[src/sv/pds_pkg.sv]
// shared types, constants and hex helpers for the percent decoder stream core
`default_nettype none

package pds_pkg;

    // escape marker and digit characters
    localparam logic [7:0] PDS_PCT_CHAR = 8'h25;
    localparam logic [7:0] PDS_CHR_0    = 8'h30;
    localparam logic [7:0] PDS_CHR_9    = 8'h39;
    localparam logic [7:0] PDS_CHR_UA   = 8'h41;
    localparam logic [7:0] PDS_CHR_UF   = 8'h46;
    localparam logic [7:0] PDS_CHR_LA   = 8'h61;
    localparam logic [7:0] PDS_CHR_LF   = 8'h66;
    localparam logic [3:0] PDS_DIGIT_TEN_M1 = 4'd9;

    // result group geometry
    localparam int PDS_MAX_OUT = 3;
    localparam int PDS_IDX_W   = 2;

    // queue between front and back
    localparam int PDS_FIFO_DEPTH = 4;
    localparam int PDS_PTR_W      = $clog2(PDS_FIFO_DEPTH);
    localparam int PDS_CNT_W      = $clog2(PDS_FIFO_DEPTH + 1);

    // what the front holds back between items
    typedef enum logic [1:0] {
        HOLD_NONE      = 2'd0,
        HOLD_PCT       = 2'd1,
        HOLD_PCT_DIGIT = 2'd2
    } pds_hold_t;

    // one group of decoded bytes caused by one input item
    typedef struct packed {
        logic [PDS_MAX_OUT-1:0][7:0] data;
        logic [PDS_IDX_W-1:0]        cnt;
        logic                        last;
    } pds_entry_t;

    function automatic logic pds_is_hex(input logic [7:0] c);
        logic dec;
        logic up;
        logic lo;
        dec = (c >= PDS_CHR_0) && (c <= PDS_CHR_9);
        up  = (c >= PDS_CHR_UA) && (c <= PDS_CHR_UF);
        lo  = (c >= PDS_CHR_LA) && (c <= PDS_CHR_LF);
        return dec || up || lo;
    endfunction

    // value of a byte already known to be a hex digit
    function automatic logic [3:0] pds_hex_val(input logic [7:0] c);
        logic [3:0] v;
        if (c <= PDS_CHR_9)
        begin
            v = c[3:0];
        end
        else
        begin
            v = c[3:0] + PDS_DIGIT_TEN_M1;
        end
        return v;
    endfunction

endpackage

`default_nettype wire

[src/sv/pds_front.sv]
// front part: classifies each input item and builds its group of output bytes
`default_nettype none

module pds_front (
    input  wire logic          clk,
    input  wire logic          rst_n,
    input  wire logic          accept,
    input  wire logic [7:0]    in_byte,
    input  wire logic          in_last,
    output logic               push,
    output pds_pkg::pds_entry_t entry
);
    import pds_pkg::*;

    pds_hold_t   hold_reg;
    pds_hold_t   hold_next;
    logic [7:0]  digit_reg;
    logic [7:0]  digit_next;
    logic        b_hex;
    logic        b_pct_wait;
    logic [7:0]  decoded;

    assign b_hex      = pds_is_hex(in_byte);
    assign b_pct_wait = (in_byte == PDS_PCT_CHAR) && !in_last;
    assign decoded    = {pds_hex_val(digit_reg), pds_hex_val(in_byte)};

    // held state registers
    always_ff @(posedge clk or negedge rst_n)
    begin
        if (!rst_n)
        begin
            hold_reg <= HOLD_NONE;
        end
        else if (accept)
        begin
            hold_reg <= hold_next;
        end
    end

    // held digit payload
    always_ff @(posedge clk)
    begin
        if (accept)
        begin
            digit_reg <= digit_next;
        end
    end

    // next held state
    always_comb
    begin
        hold_next  = HOLD_NONE;
        digit_next = digit_reg;
        case (hold_reg)
            HOLD_NONE:
            begin
                if (b_pct_wait)
                begin
                    hold_next = HOLD_PCT;
                end
            end
            HOLD_PCT:
            begin
                if (b_hex && !in_last)
                begin
                    hold_next  = HOLD_PCT_DIGIT;
                    digit_next = in_byte;
                end
                else if (!b_hex && b_pct_wait)
                begin
                    hold_next = HOLD_PCT;
                end
            end
            default:
            begin
                if (!b_hex && b_pct_wait)
                begin
                    hold_next = HOLD_PCT;
                end
            end
        endcase
    end

    // output byte group for this item
    always_comb
    begin
        entry.data = '0;
        entry.cnt  = '0;
        entry.last = in_last;
        case (hold_reg)
            HOLD_NONE:
            begin
                entry.data[0] = in_byte;
                entry.cnt     = b_pct_wait ? 2'd0 : 2'd1;
            end
            HOLD_PCT:
            begin
                entry.data[0] = PDS_PCT_CHAR;
                entry.data[1] = in_byte;
                if (b_hex)
                begin
                    entry.cnt = in_last ? 2'd2 : 2'd0;
                end
                else
                begin
                    entry.cnt = b_pct_wait ? 2'd1 : 2'd2;
                end
            end
            default:
            begin
                if (b_hex)
                begin
                    entry.data[0] = decoded;
                    entry.cnt     = 2'd1;
                end
                else
                begin
                    entry.data[0] = PDS_PCT_CHAR;
                    entry.data[1] = digit_reg;
                    entry.data[2] = in_byte;
                    entry.cnt     = b_pct_wait ? 2'd2 : 2'd3;
                end
            end
        endcase
    end

    assign push = accept && (entry.cnt != 2'd0);

endmodule

`default_nettype wire

[src/sv/pds_fifo.sv]
// short queue of byte groups between front and back
`default_nettype none

module pds_fifo (
    input  wire logic               clk,
    input  wire logic               rst_n,
    input  wire logic               push,
    input  wire pds_pkg::pds_entry_t wr_entry,
    input  wire logic               pop,
    output pds_pkg::pds_entry_t     rd_entry,
    output logic                    not_empty,
    output logic                    not_full
);
    import pds_pkg::*;

    pds_entry_t               store_reg [PDS_FIFO_DEPTH];
    logic [PDS_PTR_W-1:0]     wr_ptr_reg;
    logic [PDS_PTR_W-1:0]     rd_ptr_reg;
    logic [PDS_CNT_W-1:0]     count_reg;

    assign not_empty = (count_reg != '0);
    assign not_full  = (count_reg != PDS_CNT_W'(PDS_FIFO_DEPTH));
    assign rd_entry  = store_reg[rd_ptr_reg];

    // pointers and fill level
    always_ff @(posedge clk or negedge rst_n)
    begin
        if (!rst_n)
        begin
            wr_ptr_reg <= '0;
            rd_ptr_reg <= '0;
            count_reg  <= '0;
        end
        else
        begin
            if (push)
            begin
                wr_ptr_reg <= wr_ptr_reg + 1'b1;
            end
            if (pop)
            begin
                rd_ptr_reg <= rd_ptr_reg + 1'b1;
            end
            if (push && !pop)
            begin
                count_reg <= count_reg + 1'b1;
            end
            else if (pop && !push)
            begin
                count_reg <= count_reg - 1'b1;
            end
        end
    end

    // entry storage
    always_ff @(posedge clk)
    begin
        if (push)
        begin
            store_reg[wr_ptr_reg] <= wr_entry;
        end
    end

endmodule

`default_nettype wire

[src/sv/pds_back.sv]
// back part: sends the bytes of each group out one item per cycle while out_ready is high
`default_nettype none

module pds_back (
    input  wire logic               clk,
    input  wire logic               rst_n,
    input  wire pds_pkg::pds_entry_t q_entry,
    input  wire logic               q_valid,
    output logic                    q_pop,
    output logic                    out_valid,
    input  wire logic               out_ready,
    output logic [7:0]              out_byte,
    output logic                    run_last,
    output logic                    string_end
);
    import pds_pkg::*;

    logic                   valid_reg;
    pds_entry_t             cur_reg;
    logic [PDS_IDX_W-1:0]   idx_reg;
    logic                   at_end;
    logic                   done;

    assign at_end = (idx_reg == cur_reg.cnt - 1'b1);
    assign done   = valid_reg && out_ready && at_end;
    assign q_pop  = q_valid && (!valid_reg || done);

    // group and position control
    always_ff @(posedge clk or negedge rst_n)
    begin
        if (!rst_n)
        begin
            valid_reg <= 1'b0;
            idx_reg   <= '0;
        end
        else if (q_pop)
        begin
            valid_reg <= 1'b1;
            idx_reg   <= '0;
        end
        else if (done)
        begin
            valid_reg <= 1'b0;
        end
        else if (valid_reg && out_ready)
        begin
            idx_reg <= idx_reg + 1'b1;
        end
    end

    // current group payload
    always_ff @(posedge clk)
    begin
        if (q_pop)
        begin
            cur_reg <= q_entry;
        end
    end

    // output fields
    assign out_valid  = valid_reg;
    assign out_byte   = cur_reg.data[idx_reg];
    assign run_last   = at_end;
    assign string_end = at_end && cur_reg.last;

endmodule

`default_nettype wire

[src/sv/percent_decoder_stream_core.sv]
// Streaming URL percent decoder.
// Input channel s_*: one raw byte of the escaped string per item in s_tdata,
// s_tlast marks the final byte of the string.
// Output channel m_*: one decoded byte per item in m_tdata, m_tuser[0] marks the
// last byte caused by one input item, m_tlast marks the final byte of the string.
// A '%' and two hex digits become one byte; a '%' that cannot complete is passed
// through as written, and the bytes after it are looked at again.
// Each input item gives zero to three output items. The front classifies an item in
// the cycle it is accepted and writes a non-empty byte group to a four-entry queue;
// the back loads each group from the queue into its output register and sends one
// byte per cycle while m_tready is high. Input is taken every cycle while the queue
// has room; sustained rate is one output byte per cycle, set by the single output
// port, so items that expand to two or three bytes slow the input once the queue
// fills. Reset clears the held '%' state, the queue and the output stage; no pass
// over storage is needed. When m_tready is low the current byte holds on m_tdata
// and the front keeps accepting until the queue is full, then s_tready falls.
`default_nettype none

module percent_decoder_stream_core (
    input  wire logic       clk,
    input  wire logic       rst_n,
    input  wire logic       s_tvalid,
    output logic            s_tready,
    input  wire logic [7:0] s_tdata,   // in_byte[7:0]
    input  wire logic       s_tlast,
    output logic            m_tvalid,
    input  wire logic       m_tready,
    output logic [7:0]      m_tdata,   // out_byte[7:0]
    output logic            m_tlast,
    output logic [0:0]      m_tuser    // run_last[0]
);
    import pds_pkg::*;

    logic       accept;
    logic       push;
    pds_entry_t front_entry;
    pds_entry_t q_entry;
    logic       q_valid;
    logic       q_room;
    logic       q_pop;
    logic       run_last;

    assign s_tready = q_room;
    assign accept   = s_tvalid && q_room;

    pds_front u_front (
        .clk     (clk),
        .rst_n   (rst_n),
        .accept  (accept),
        .in_byte (s_tdata),
        .in_last (s_tlast),
        .push    (push),
        .entry   (front_entry)
    );

    pds_fifo u_fifo (
        .clk       (clk),
        .rst_n     (rst_n),
        .push      (push),
        .wr_entry  (front_entry),
        .pop       (q_pop),
        .rd_entry  (q_entry),
        .not_empty (q_valid),
        .not_full  (q_room)
    );

    pds_back u_back (
        .clk        (clk),
        .rst_n      (rst_n),
        .q_entry    (q_entry),
        .q_valid    (q_valid),
        .q_pop      (q_pop),
        .out_valid  (m_tvalid),
        .out_ready  (m_tready),
        .out_byte   (m_tdata),
        .run_last   (run_last),
        .string_end (m_tlast)
    );

    assign m_tuser = run_last;

endmodule

`default_nettype wire

[config.mk]
export PLATFORM = sky130hd
export DESIGN_NAME = percent_decoder_stream_core
export DESIGN_NICKNAME = d
export VERILOG_FILES = /design/src/sv/pds_pkg.sv /design/src/sv/pds_front.sv /design/src/sv/pds_fifo.sv /design/src/sv/pds_back.sv /design/src/sv/percent_decoder_stream_core.sv
export SDC_FILE = /design/constraint.sdc
export NUM_CORES = 1
export LEC_CHECK = 0
export ABC_CLOCK_PERIOD_IN_PS = 6600
export BUFFER_PORTS_ARGS = -buffer_cell sky130_fd_sc_hd__buf_4
export CORE_ASPECT_RATIO = 1.1
export CORE_UTILIZATION = 30
export CTS_BUF_LIST = sky130_fd_sc_hd__clkbuf_4
export DETAILED_ROUTE_END_ITERATION = 10
export GPL_ROUTABILITY_DRIVEN = 1
export HOLD_SLACK_MARGIN = 0.08
export PLACE_DENSITY = 0.51
export SKIP_CTS_REPAIR_TIMING = 1
export SLEW_MARGIN = 20
export SYNTH_ARGS = -nofsm -noshare
export SYNTH_HDL_FRONTEND = slang
export SYNTH_SLANG_ARGS = --single-unit
[constraint.sdc]
create_clock -name clk -period 6.6 [get_ports clk]
set_input_delay 0.33 -clock clk [delete_from_list [all_inputs] [get_ports clk]]
set_output_delay 0.33 -clock clk [all_outputs]
set_load 0.05 [all_outputs]
Word-level counts from Yosys, hierarchy flattened
Memory sizes are Yosys's and may differ from the RTL's. A register that Yosys moved wholly into a read port is not among the register bits.
Index checks and enable logic that the tools add are counted.
Storage, ports and cells
  word-level logic and storage cells: 87
  input port bits: 13
  memory bits (writable): 108
  memories kept: 1
  output and inout port bits: 12
  register bits: 20
Memories
  u_fifo.store_reg: depth 4, width 27, read ports 1, clocked after memory_dff 1, wr ports 1, RTL line pds_fifo.sv:16  | pds_entry_t store_reg [PDS_FIFO_DEPTH];
Operators by class
  eq/ne operators: 5
  mux-type cells: 27
  add/sub/neg operators: 8
  magnitude comparators: 8
  reduce and logical (&&, ||, !) cells: 31
Operator list (number)
  $pmux 10 s2: 1
  $bmux 8 s2: 1
  $ge 8x7->1 const B: 2
  $le 8x6->1 const B: 2
  $le 8x7->1 const B: 2
  $mux 16: 1
  $mux 8: 2
  $pmux 8 s2: 1
  $logic_and 1x1->1: 14
  $mux 2: 7
  $mux 10: 1
  $add 4x4->4 const B: 2
  $eq 8x6->1 const B: 1
  $ge 8x6->1 const B: 1
  $mux 1: 8
  $mux 4: 2
  $reduce_bool 2->1: 4
  $add 2x1->2 const B: 3
  $mux 3: 2
  $logic_not 1->1: 5
  $pmux 2 s2: 1
  $add 3x1->3 const B: 1
  $logic_or 1x1->1: 3
  $lt 2x3->1 const B: 1
  other kinds (11): 11

Depth between registers and ports, before layout
Gate-level depths: netlist of the first run.
  depth in word-level cells: 12
  gate-level depth with buffers: 12
  mapped depth without buffers: 12

Modules after synthesis
From an unflattened synthesis of the first run, not the netlist that was laid out.
Unflattened totals
  cells, all modules: 373
  area, all modules: 6542.5 µm²
By module, submodules not included
  pds_fifo: area each 4300.4 µm², times used 1, cells each 176, seq. area each 3418.3 µm²
  pds_back: area each 1285.0 µm², times used 1, cells each 92, seq. area each 885.8 µm²
  pds_front: area each 950.9 µm², times used 1, cells each 104, seq. area each 290.3 µm²
  percent_decoder_stream_core: area each 6.3 µm², times used 1, cells each 1, seq. area each 0.0 µm²

Worst setup path before layout of the first run
OpenSTA, ideal clock, no wires.
  path kind: flip-flop to flip-flop
  from: reg u_back.idx_reg[1]
  to: reg u_fifo.count_reg[1]
  period minus slack after synthesis: 4.386 ns
  cell stages (with the launch flop): 10
  slack: 2.214 ns
  library setup time: 0.125 ns
  buffers on the path: 0
  data arrival time: 4.262 ns
  data required time: 6.475 ns
  cell sequence: dfrtp_1 > xnor2_1 > mux2i_1 > a21oi_1 > nor2_1 > inv_1 > ha_1 > inv_1 > fa_1 > mux2_2
On the way
  longest elaborated chain between the ends: 7
  elaborated cells on any way between the ends: 9
  classes of those cells: eq/ne (1); mux (1); reduce/logical (7)
Ends and longest elaborated chain
  from (decl): RTL line pds_back.sv:20  | logic [PDS_IDX_W-1:0] idx_reg;
  from (signal assigned): RTL line pds_back.sv:47  | idx_reg <= idx_reg + 1'b1;
  $eq 2x2->1 (*): RTL line pds_back.sv:24  | assign at_end = (idx_reg == cur_reg.cnt - 1'b1);
  via m_tuser: RTL line percent_decoder_stream_core.sv:30  | output logic [0:0] m_tuser
  $logic_and 1x1->1 (*): RTL line pds_back.sv:25  | assign done = valid_reg && out_ready && at_end;
  $logic_or 1x1->1 (*): RTL line pds_back.sv:26  | assign q_pop = q_valid && (!valid_reg || done);
  $logic_and 1x1->1 (*): RTL line pds_back.sv:26
  via q_pop: RTL line percent_decoder_stream_core.sv:40  | logic q_pop;
  $logic_not 1->1: RTL line pds_fifo.sv:44  | if (push && !pop)
  $logic_and 1x1->1: RTL line pds_fifo.sv:44
  $mux 3 or $reduce_bool 2->1 (tied branches)
  to (signal assigned): RTL line pds_fifo.sv:46  | count_reg <= count_reg + 1'b1;
  to (signal assigned): RTL line pds_fifo.sv:50  | count_reg <= count_reg - 1'b1;
  to (decl): RTL line pds_fifo.sv:19  | logic [PDS_CNT_W-1:0] count_reg;
The timed path passes the listed nets; every way through them passes the cells marked *.
A chain may end at the register's enable or synchronous reset.

Final worst setup path of the first run
  from: reg u_back.idx_reg[0]
  to: reg u_fifo.count_reg[1]
On the way
  longest elaborated chain between the ends: 7
  elaborated cells on any way between the ends: 9
  classes of those cells: eq/ne (1); mux (1); reduce/logical (7)
Ends and longest elaborated chain (RTL line)
  $eq 2x2->1 (*): pds_back.sv:24
  $logic_and 1x1->1 (*): pds_back.sv:25
  $logic_or 1x1->1 (*): pds_back.sv:26
  $logic_and 1x1->1 (*): pds_back.sv:26
  via q_pop: percent_decoder_stream_core.sv:40
  $logic_not 1->1: pds_fifo.sv:44
  $logic_and 1x1->1: pds_fifo.sv:44
  $mux 3 or $reduce_bool 2->1 (tied branches)
Marked as above.

==> results.toml, run 1 <==
[synth]
seq_area_frac_synth_pct = 71.3
yosys.cell_count.top_type = "sky130_fd_sc_hd__edfxtp_1"
post_synth_cell_types = 50
yosysTopAreaCell = "sky130_fd_sc_hd__edfxtp_1"
synthFlopType = "sky130_fd_sc_hd__edfxtp_1"
netlist_instances = 363
synthesis.yosys.warnings = 0
netlist_top_cells_count = "sky130_fd_sc_hd__edfxtp_1, sky130_fd_sc_hd__mux4_2, sky130_fd_sc_hd__nand2_1"
yosys_register_bits = 155
synthesis.nets = 388
synthTopCellsByArea = "sky130_fd_sc_hd__edfxtp_1, sky130_fd_sc_hd__mux4_2, sky130_fd_sc_hd__dfrtp_1"
async_flop_share_pct = 7.74
synth_enable_flop_cells = 143
synth_largest_type_area_fraction_pct = 66.6
syn-cell-area_um2 = 6450
synthesized_area_per_cell_um2 = 17.8

[critical_path]
setup.worst_path.start_class = "flop"
worst-setup-path-type = "flop to flop"
worst-path-max-fanout = 29
timing.critical_path.arrival_ns = 3.59
element_type_at_the_critical_path_end = "flop"
r2r_setup_slack_ns = 3.44
worst-endpoint-required_ns = 7.03

[finish]
finalInstanceArea_um2 = 7330
fillerInstances = 1963
nNetsFinal = 432
syn_to_final_growth_pct = 13.6
drive_above_1_share_pct = 23.8
largest_register_ff_count = 108

[status]
run_status = "completed"

[placed_design]
placed_wire_length_estimate_um = 8520
buffer_ports.inserted = 24
worst_setup_slack_after_placement_ns = 3.42
dpl_cell_area_um2 = 6950
routabilityCongestion = 0.778

[timing]
period_minus_slack_ns = 3.16
unrepaired_setup_endpoints_after_global_routing = "no"
hold_violations = 0
final_report_max_slew_violation_count = 0
slew-limit-headroom_pct = 58.2
post-route-worst-setup-slack_ns = 3.44
period_share_pct = 48.0
clock.fmax_mhz = 316
clock_skew_ns = 0.0168
tns_ns = 0
final-setup-viol-count = 0
worst_slew_pin_slew_ns = 0.623

[run]
cap_viol_max_count = 0

[drt]
drt_wl_total_um = 12500
antenna_violating_nets_post_route = 0
drt-wirelength-per-cell_um = 17.7
drt_pass1_iterations = 4
drtIter0Drc = 211
drcViolationCount = 0
num_vias = 3256
vias_per_cell = 4.61

[grt]
antenna_found_initial = 1
wire_length_of_the_first_global_routing_pass_um = 19600
grt.total_usage_pct = 12.3
gr-total-overflow = 0
first_global_vias = 3383
largest_net_degree_at_the_start_of_global_routing = 30

[floorplan]
die_width_um = 142
dieArea_um2 = 22100
design.core.area_um2 = 20900
floorplan.initialDensity_pct = 30.9
dieHeight_um = 156
design.portCount = 25
floorplan.rows = 55

[clocking]
numCtsBuffers = 17
cts.path.max_buffers = 2
clk-insertion-delay-late_ns = 0.54
cts.reportedPaths.clkPinSlew_ns = 0.12
clkSinkCount = 155
tritoncts_clock_tree = "done"
cts_root_buffer = "sky130_fd_sc_hd__clkbuf_4"
ctsHtreeMaxLevel = 4

[power_and_ir_drop]
power_uw = 2890
vdd.ir_drop.worst_v = 0.000152
cellPowerDensity_nw_per_um2 = 395
static_leak_uw = 0.00250

[min_path]
hold_path_class = "input pin to async pin"
-- worst paths after layout --
kind | startpoint | depth (start not counted) | end
min in group clk | m_tready | 3 | u_back.out_valid
max in group asynchronous | rst_n | 2 | u_fifo.rd_ptr_reg[0]
hold / removal | rst_n | 2 | u_front.hold_reg[0]
setup reg to reg | u_back.idx_reg[0] | 10 | u_fifo.count_reg[1]
hold reg to reg | u_fifo.count_reg[2] | 1 | u_fifo.count_reg[2]
setup / recovery | u_back.idx_reg[0] | 10 | u_fifo.count_reg[1]
-- layout make-up --
type                    count  area (um^2)  area share, %
diodes                      1         2.50         0.0342
multi-input cells         182         1740           23.7
flip-flops and latches    155         4600           62.8
clock buffers              22          165           2.25
inverters                  11         41.3          0.564
clock inverters            10          100           1.37
repair buffers             40          325           4.44
well taps                 285          357           4.87
-- cells in the final DEF (no fill, tap or decap), types with 3 or more instances in the layout --
master,count
sky130_fd_sc_hd__edfxtp_1,143
sky130_fd_sc_hd__buf_4,30
sky130_fd_sc_hd__mux4_2,27
sky130_fd_sc_hd__nand2_1,22
sky130_fd_sc_hd__clkbuf_4,22
sky130_fd_sc_hd__nor2_1,12
sky130_fd_sc_hd__inv_1,11
sky130_fd_sc_hd__o21ai_0,11
sky130_fd_sc_hd__ha_1,11
sky130_fd_sc_hd__dfrtp_1,11
sky130_fd_sc_hd__mux2i_1,10
sky130_fd_sc_hd__dlygate4sd3_1,10
sky130_fd_sc_hd__a22o_1,8
sky130_fd_sc_hd__o21ai_1,8
sky130_fd_sc_hd__and2_1,7
sky130_fd_sc_hd__xor2_1,6
sky130_fd_sc_hd__nand2b_1,5
sky130_fd_sc_hd__and3_1,5
sky130_fd_sc_hd__o22ai_1,4
sky130_fd_sc_hd__a21oi_1,4
sky130_fd_sc_hd__xnor2_1,4
sky130_fd_sc_hd__clkinv_1,4
sky130_fd_sc_hd__nor2b_1,3
sky130_fd_sc_hd__nand3_1,3
-- per-stage QoR --
step,instances,util (%),hold slack (ns)
after floorplan,363,-,0.0344
after global placement,663,33.3,0.194
after detailed placement,663,33.3,0.196
after CTS,695,34.6,-0.425
after global routing,706,35.1,0.126
final,706,35.1,0.156
-- logic make-up (layout without fill, tap and decap cells) --
family                     after synthesis  in the layout  synth area share [%]
DFF                                    155            155                  71.3
and+or+nand+nor                         71             71                  5.96
AOI/OAI and AO/OA                       50             50                  5.67
muxes                                   39             39                  11.4
buffers and inverters                   26             83                  1.90
adders and majority gates               12             12                  2.45
xor gates and xnor gates                10             10                  1.36
other                                    0              1                     0
-- power breakdown --
part	total, uW	internal [uW]	leakage, uW	switching (uW)
Combinational	869	362	0.000889	507
Sequential	1480	1340	0.00147	138
Clock	544	240	0.000144	304
Total	2890	1940	0.00250	949
-- layer usage --
metal / up-vias / global-route usage (%) / wire length [um]
met5: - / 0 / 0
li1: 1510 / - / -
met1: 1680 / 15.7 / 5800
met4: 0 / 4.76 / 155
met3: 12 / 2.98 / 323
met2: 54 / 20.1 / 6190
-- worst max-delay path, cell delays in order, from the launching register on --
cell and delay [ns]:
sky130_fd_sc_hd__dfrtp_1 0.63, sky130_fd_sc_hd__nand2b_1 0.26, sky130_fd_sc_hd__mux2i_1 0.44, sky130_fd_sc_hd__a21oi_1 0.20
sky130_fd_sc_hd__nor2_2 0.11, sky130_fd_sc_hd__buf_4 0.34, sky130_fd_sc_hd__inv_1 0.12, sky130_fd_sc_hd__ha_1 0.22
sky130_fd_sc_hd__inv_1 0.07, sky130_fd_sc_hd__fa_1 0.40, sky130_fd_sc_hd__mux2_2 0.26
No activity file was read; power rests on OpenSTA's default activity.
==> run 2: changes to the inputs <==
Settings changed: ABC_CLOCK_PERIOD_IN_PS 6600 to 2700, PLACE_DENSITY 0.51 to 0.52.
Clock period 6.6 ns to 2.7 ns, I/O delays scaled along.
==> results.toml, run 2 (synthesis results as in run 1) <==
[grt]
gr-total-overflow = 0
grt.total_usage_pct = 12.4
wire_length_of_the_first_global_routing_pass_um = 19800
antenna_found_initial = 1
largest_net_degree_at_the_start_of_global_routing = 29
first_global_vias = 3457

[finish]
syn_to_final_growth_pct = 16.9
largest_register_ff_count = 108
nNetsFinal = 447
stdcell_count = 717
drive_above_1_share_pct = 26.7
mostFrequentLayoutCells = "sky130_fd_sc_hd__edfxtp_1, sky130_fd_sc_hd__buf_4, sky130_fd_sc_hd__mux4_2"
fillerInstances = 1962
layout.cells.most_common = "sky130_fd_sc_hd__edfxtp_1"

[drt]
antenna_violating_nets_post_route = 0
vias_per_cell = 4.63
drtIter0Drc = 196
drt_wl_total_um = 12700
drt_pass1_iterations = 4
drt-wirelength-per-cell_um = 17.7
num_vias = 3321
drcViolationCount = 0

[clocking]
clk-insertion-delay-late_ns = 0.53
cts.path.max_buffers = 2
cts_root_buffer = "sky130_fd_sc_hd__clkbuf_4"
cts.reportedPaths.clkPinSlew_ns = 0.12
tritoncts_clock_tree = "done"
ctsHtreeMaxLevel = 4
numCtsBuffers = 17
clkSinkCount = 155

[critical_path]
element_type_at_the_critical_path_end = "flop"
setup.worst_path.start = "s_tdata[0]"
reg2regPathDepth = 9
cp_cell_sequence = "dlygate4sd3_1, buf_4, inv_1, ha_1, nor3b_2, o22a_2, o31ai_4, a221oi_4, ha_2, inv_2, fa_1, xor2_1, nor2_1, xor2_1"
critPathMaxStageDelay_ns = 0.53
critical-path-top-cell-by-count = "sky130_fd_sc_hd__xor2_1"
rr_startpoint = "u_front.hold_reg[0]"
worst-endpoint-required_ns = 3.17
timing.critical_path.arrival_ns = 2.99
worst-setup-path-type = "input pin to flop"
worst-path-max-fanout = 5
setup.worst_path.start_class = "input pin"
crit_path_top_delay_cell = "sky130_fd_sc_hd__dlygate4sd3_1"

[timing]
worst_slew_pin_slew_ns = 0.577
post-route-worst-setup-slack_ns = 0.176
hold_violations = 0
unrepaired_setup_endpoints_after_global_routing = "no"
clock.fmax_mhz = 396
period_minus_slack_ns = 2.52
tns_ns = 0
final_report_max_slew_violation_count = 0
slew-limit-headroom_pct = 61.4
fin_worst_hold_slack_ns = 0.224
period_share_pct = 93.5
clock_skew_ns = 0.0171
final-setup-viol-count = 0

[power_and_ir_drop]
static_leak_uw = 0.00260
cellPowerDensity_nw_per_um2 = 970
vdd.ir_drop.worst_v = 0.000501
power_frac_clock_pct = 18.8
power.sequential.fraction_pct = 48.3
p_int_uw = 4950
combinationalPowerShare_pct = 32.9
netSwitchingPower_uw = 2370
swShare_pct = 32.3

[min_path]
hold_start = "s_tdata[1]"
min_delay_path_depth = 3
hold_path_class = "input pin to flop"

[placed_design]
placed_wire_length_estimate_um = 8280
worst_setup_slack_after_placement_ns = 0.131
routabilityCongestion = 0.806
buffer_ports.inserted = 24
numPlacedInstances = 674

[run]
cap_viol_max_count = 0

[floorplan]
dieArea_um2 = 22100
floorplan.rows = 55
die_width_um = 142
floorplan.initialDensity_pct = 30.9
dieHeight_um = 156
design.core.area_um2 = 20900
design.portCount = 25

[status]
run_status = "completed"
run 2: worst paths after layout:
| kind | to | slack [ns] |
|---|---|---|
| setup reg to reg | u_fifo.count_reg[2] | 0.32 |
| hold reg to reg | u_fifo.count_reg[2] | 0.52 |
| setup / recovery | u_fifo.count_reg[2] | 0.18 |
| max in group asynchronous | u_fifo.rd_ptr_reg[0] | 1.63 |
| min in group asynchronous | u_fifo.count_reg[1] | 0.65 |
| hold / removal | u_fifo.store_reg[0][12] | 0.22 |
run 2: cell type report:
| cell class | count | area [um^2] | share of cell area [%] |
|---|---|---|---|
| antenna | 1 | 2.50 | 0.0332 |
| clock buffer | 19 | 143 | 1.89 |
| clock inverter | 9 | 126 | 1.68 |
| inverter | 11 | 41.3 | 0.548 |
| multi-input combinational | 182 | 1760 | 23.4 |
| sequential | 155 | 4600 | 61.0 |
| tap | 285 | 357 | 4.73 |
| timing repair buffer | 55 | 510 | 6.77 |
run 2: metrics by stage:
stage	utilization, %	power, uW	cell area [um^2]
floorplan	-	5210	6480
global placement	34.2	6000	7130
finish	36.2	7310	7540
global route	36.2	7740	7540
CTS	35.5	7450	7400
detailed placement	34.2	6070	7130
run 2: metal layers:
metal  share of wire [%]  global-route usage [%]  routed length, um
met5                   0                       0                  0
met4                 1.6                    5.07                209
met3                 4.0                    2.95                503
met2                  50                    20.6               6300
met1                  45                    15.6               5670
run 2: critical path: cells and delay by family:
| family | cells | cell delay [ns] |
|---|---|---|
| buffers and inverters | 4 | 0.81 |
| adders and majority gates | 3 | 0.81 |
| AOI/OAI and AO/OA | 3 | 0.61 |
| xor gates and xnor gates | 2 | 0.32 |
| and+or+nand+nor | 2 | 0.31 |
run 2: power by group through the flow:
stage	sequential, uW	combinational [uW]	clock (uW)
2_1_floorplan	3460	1750	0
3_3_place_gp	3580	2420	0
3_5_place_dp	3610	2460	0
4_1_cts	3550	2460	1430
5_1_grt	3600	2620	1520
6_report	3530	2410	1380
==> run 3: changes to the inputs <==
Settings changed: ABC_AREA from default to 1, ABC_CLOCK_PERIOD_IN_PS 2700 to 3100, PLACE_DENSITY 0.52 to 0.51, TNS_END_PERCENT from default to 100.
Clock period 2.7 ns to 3.1 ns, I/O delays scaled along.
==> results.toml, run 3 <==
[status]
run_status = "completed"

[min_path]
timing.hold.worst_endpoint = "u_fifo.wr_ptr_reg[1]"
hold_start = "s_tvalid"
hold_path_class = "input pin to flop"
min_delay_path_depth = 5

[timing]
period_minus_slack_ns = 2.59
tns_ns = 0
worst_slew_pin_slew_ns = 0.637
final_report_max_slew_violation_count = 0
unrepaired_setup_endpoints_after_global_routing = "no"
clock_skew_ns = 0.0184
final-setup-viol-count = 0
period_share_pct = 83.4
slew-limit-headroom_pct = 57.1
hold_violations = 0
clock.fmax_mhz = 387

[floorplan]
floorplan.rows = 56
design.core.area_um2 = 21400
dieHeight_um = 157
die_width_um = 143
floorplan.initialDensity_pct = 30.7
design.portCount = 25
dieArea_um2 = 22500

[clocking]
clk-insertion-delay-late_ns = 0.56
cts.path.max_buffers = 2
tritoncts_clock_tree = "done"
clkSinkCount = 155
ctsHtreeMaxLevel = 4
numCtsBuffers = 17
cts.reportedPaths.clkPinSlew_ns = 0.13
cts_root_buffer = "sky130_fd_sc_hd__clkbuf_4"

[grt]
gr-total-overflow = 0
grt.total_usage_pct = 12.7
first_global_vias = 3899
largest_net_degree_at_the_start_of_global_routing = 56
antenna_found_initial = 1
wire_length_of_the_first_global_routing_pass_um = 20900

[critical_path]
element_type_at_the_critical_path_end = "flop"
worst-endpoint-required_ns = 3.56
setup.worst_path.start = "s_tdata[1]"
critPathMaxStageDelay_ns = 0.53
worst-path-buf-inv = 6
cp_cell_sequence = "dlygate4sd3_1, buf_4, inv_1, ha_1, inv_1, nand2_1, nand2_2, nand2_4, nand3_4, nand2_4, nand2_4, nand2_4, nand2_4, nand2_8, inv_2, ha_1, inv_1, fa_1, mux2_2"
rr_startpoint = "u_back.idx_reg[0]"
reg2regPathDepth = 13
worst_r2r_endpoint = "u_fifo.count_reg[2]"
crit_path_top_delay_cell = "sky130_fd_sc_hd__dlygate4sd3_1"
cpLargestDelayFamily = "buffers and inverters"
setup.worst_path.start_class = "input pin"
timing.critical_path.arrival_ns = 3.04
worst-path-max-fanout = 11
worst-setup-path-type = "input pin to flop"
critical-path-top-cell-by-count = "sky130_fd_sc_hd__nand2_4"
r2r_setup_slack_ns = 0.58

[drt]
drt_pass1_iterations = 4
drtIter0Drc = 302
drt_wl_total_um = 13400
num_vias = 4025
vias_per_cell = 4.59
drcViolationCount = 0
drt-wirelength-per-cell_um = 15.3
antenna_violating_nets_post_route = 0

[power_and_ir_drop]
static_leak_uw = 0.00263
vdd.ir_drop.worst_v = 0.000357
cellPowerDensity_nw_per_um2 = 909

[synth]
yosysTopAreaCell = "sky130_fd_sc_hd__edfxtp_1"
synth-adder-area-share_pct = 2.39
synth-xor-area-share_pct = 1.05
synth_enable_flop_cells = 143
seq_area_frac_synth_pct = 69.8
area_fraction_in_and_or_nand_and_nor_cells_after_synthesis_pct = 12.2
synth_largest_type_area_fraction_pct = 65.2
synthesized_area_per_cell_um2 = 12.4
yosys.cell_count.top_type = "sky130_fd_sc_hd__edfxtp_1"
synthesis.nets = 556
async_flop_share_pct = 7.74
post_synth_mux_area_share_pct = 0.171
netlist_instances = 531
syn-cell-area_um2 = 6590
synthesis.yosys.warnings = 0
post_synth_cell_types = 39
netlist_top_cells_count = "sky130_fd_sc_hd__edfxtp_1, sky130_fd_sc_hd__nor2_1, sky130_fd_sc_hd__o21ai_0"
synth_top_family_by_area = "simple AND/OR/NAND/NOR gates"
synthFlopType = "sky130_fd_sc_hd__edfxtp_1"
yosys_register_bits = 155
synth_compound_gate_area_share_pct = 10.3
synthTopCellsByArea = "sky130_fd_sc_hd__edfxtp_1, sky130_fd_sc_hd__nor2_1, sky130_fd_sc_hd__o21ai_0"

[finish]
largest_register_ff_count = 108
mostFrequentLayoutCells = "sky130_fd_sc_hd__edfxtp_1, sky130_fd_sc_hd__nor2_1, sky130_fd_sc_hd__o21ai_0"
finish.utilization_pct = 34.9
syn_to_final_growth_pct = 13.6
layout.cells.most_common = "sky130_fd_sc_hd__edfxtp_1"
nNetsFinal = 597
finalInstanceArea_um2 = 7480
drive_above_1_share_pct = 17.6

[placed_design]
buffer_ports.inserted = 24
dpl_cell_area_um2 = 7090
routabilityCongestion = 0.915
placed_wire_length_estimate_um = 8860

[run]
cap_viol_max_count = 0
-- run 3: power breakdown --
part | switching, uW | internal, uW | total, uW
Combinational | 1780 | 726 | 2510
Clock | 734 | 420 | 1150
Sequential | 181 | 2960 | 3140
-- run 3: area by class of cell --
type	count	area, um^2
fill	2109	14000
clock inverter	14	136
antenna	1	2.50
sequential	155	4590
timing repair buffer	45	368
multi-input combinational	309	1720
tap	290	363
clock buffer	18	135
inverter	44	168
-- run 3: stage by stage --
stage               setup slack [ns]  total power [uW]  hold slack, ns  std cells
global placement               0.543              5700          0.0115        831
finish                         0.514              6800           0.121        876
global route                   0.362              7230           0.130        876
CTS                            0.535              6900          -0.641        863
floorplan                      0.750              4960          -0.141        531
detailed placement             0.465              5750          0.0134        831
-- run 3: kinds of logic (layout without fill, tap and decap cells) --
family	Yosys count	count (layout)
flip-flops	155	155
other	0	1
AO/OA/AOI/OAI	120	120
adder cells (fa/ha/maj)	12	12
XOR/XNOR	7	7
AND/OR/NAND/NOR	169	169
multiplexers	1	1
buffers and inverters	67	121
-- run 3: per-layer routing --
layer	part of all wire, %	vias up	routed length (um)	GRT usage (%)
met5	0	-	0	0
met4	1.6	0	219	5.32
met3	3.8	15	506	2.89
met2	50	82	6710	21.7
met1	44	1948	5920	15.5
li1	-	1980	-	-
-- run 3: how the worst max path moves through the flow --
stage,endpoint,depth (start not counted),slack (ns)
floorplan,u_fifo.store_reg[0][0],6,0.75
global placement,u_fifo.count_reg[1],18,0.54
detailed placement,u_fifo.count_reg[1],18,0.47
CTS,u_fifo.count_reg[2],13,0.54
global route,u_fifo.count_reg[1],19,0.36
finish,u_fifo.count_reg[1],19,0.51
-- run 3: worst register-to-register path: cells and delay by family, from the launching register on --
kind | cells | cell delay, ns
flip-flops | 1 | 0.56
adder cells (fa/ha/maj) | 2 | 0.53
AO/OA/AOI/OAI | 3 | 0.47
buffers and inverters | 3 | 0.40
AND/OR/NAND/NOR | 4 | 0.34
XOR/XNOR | 1 | 0.13
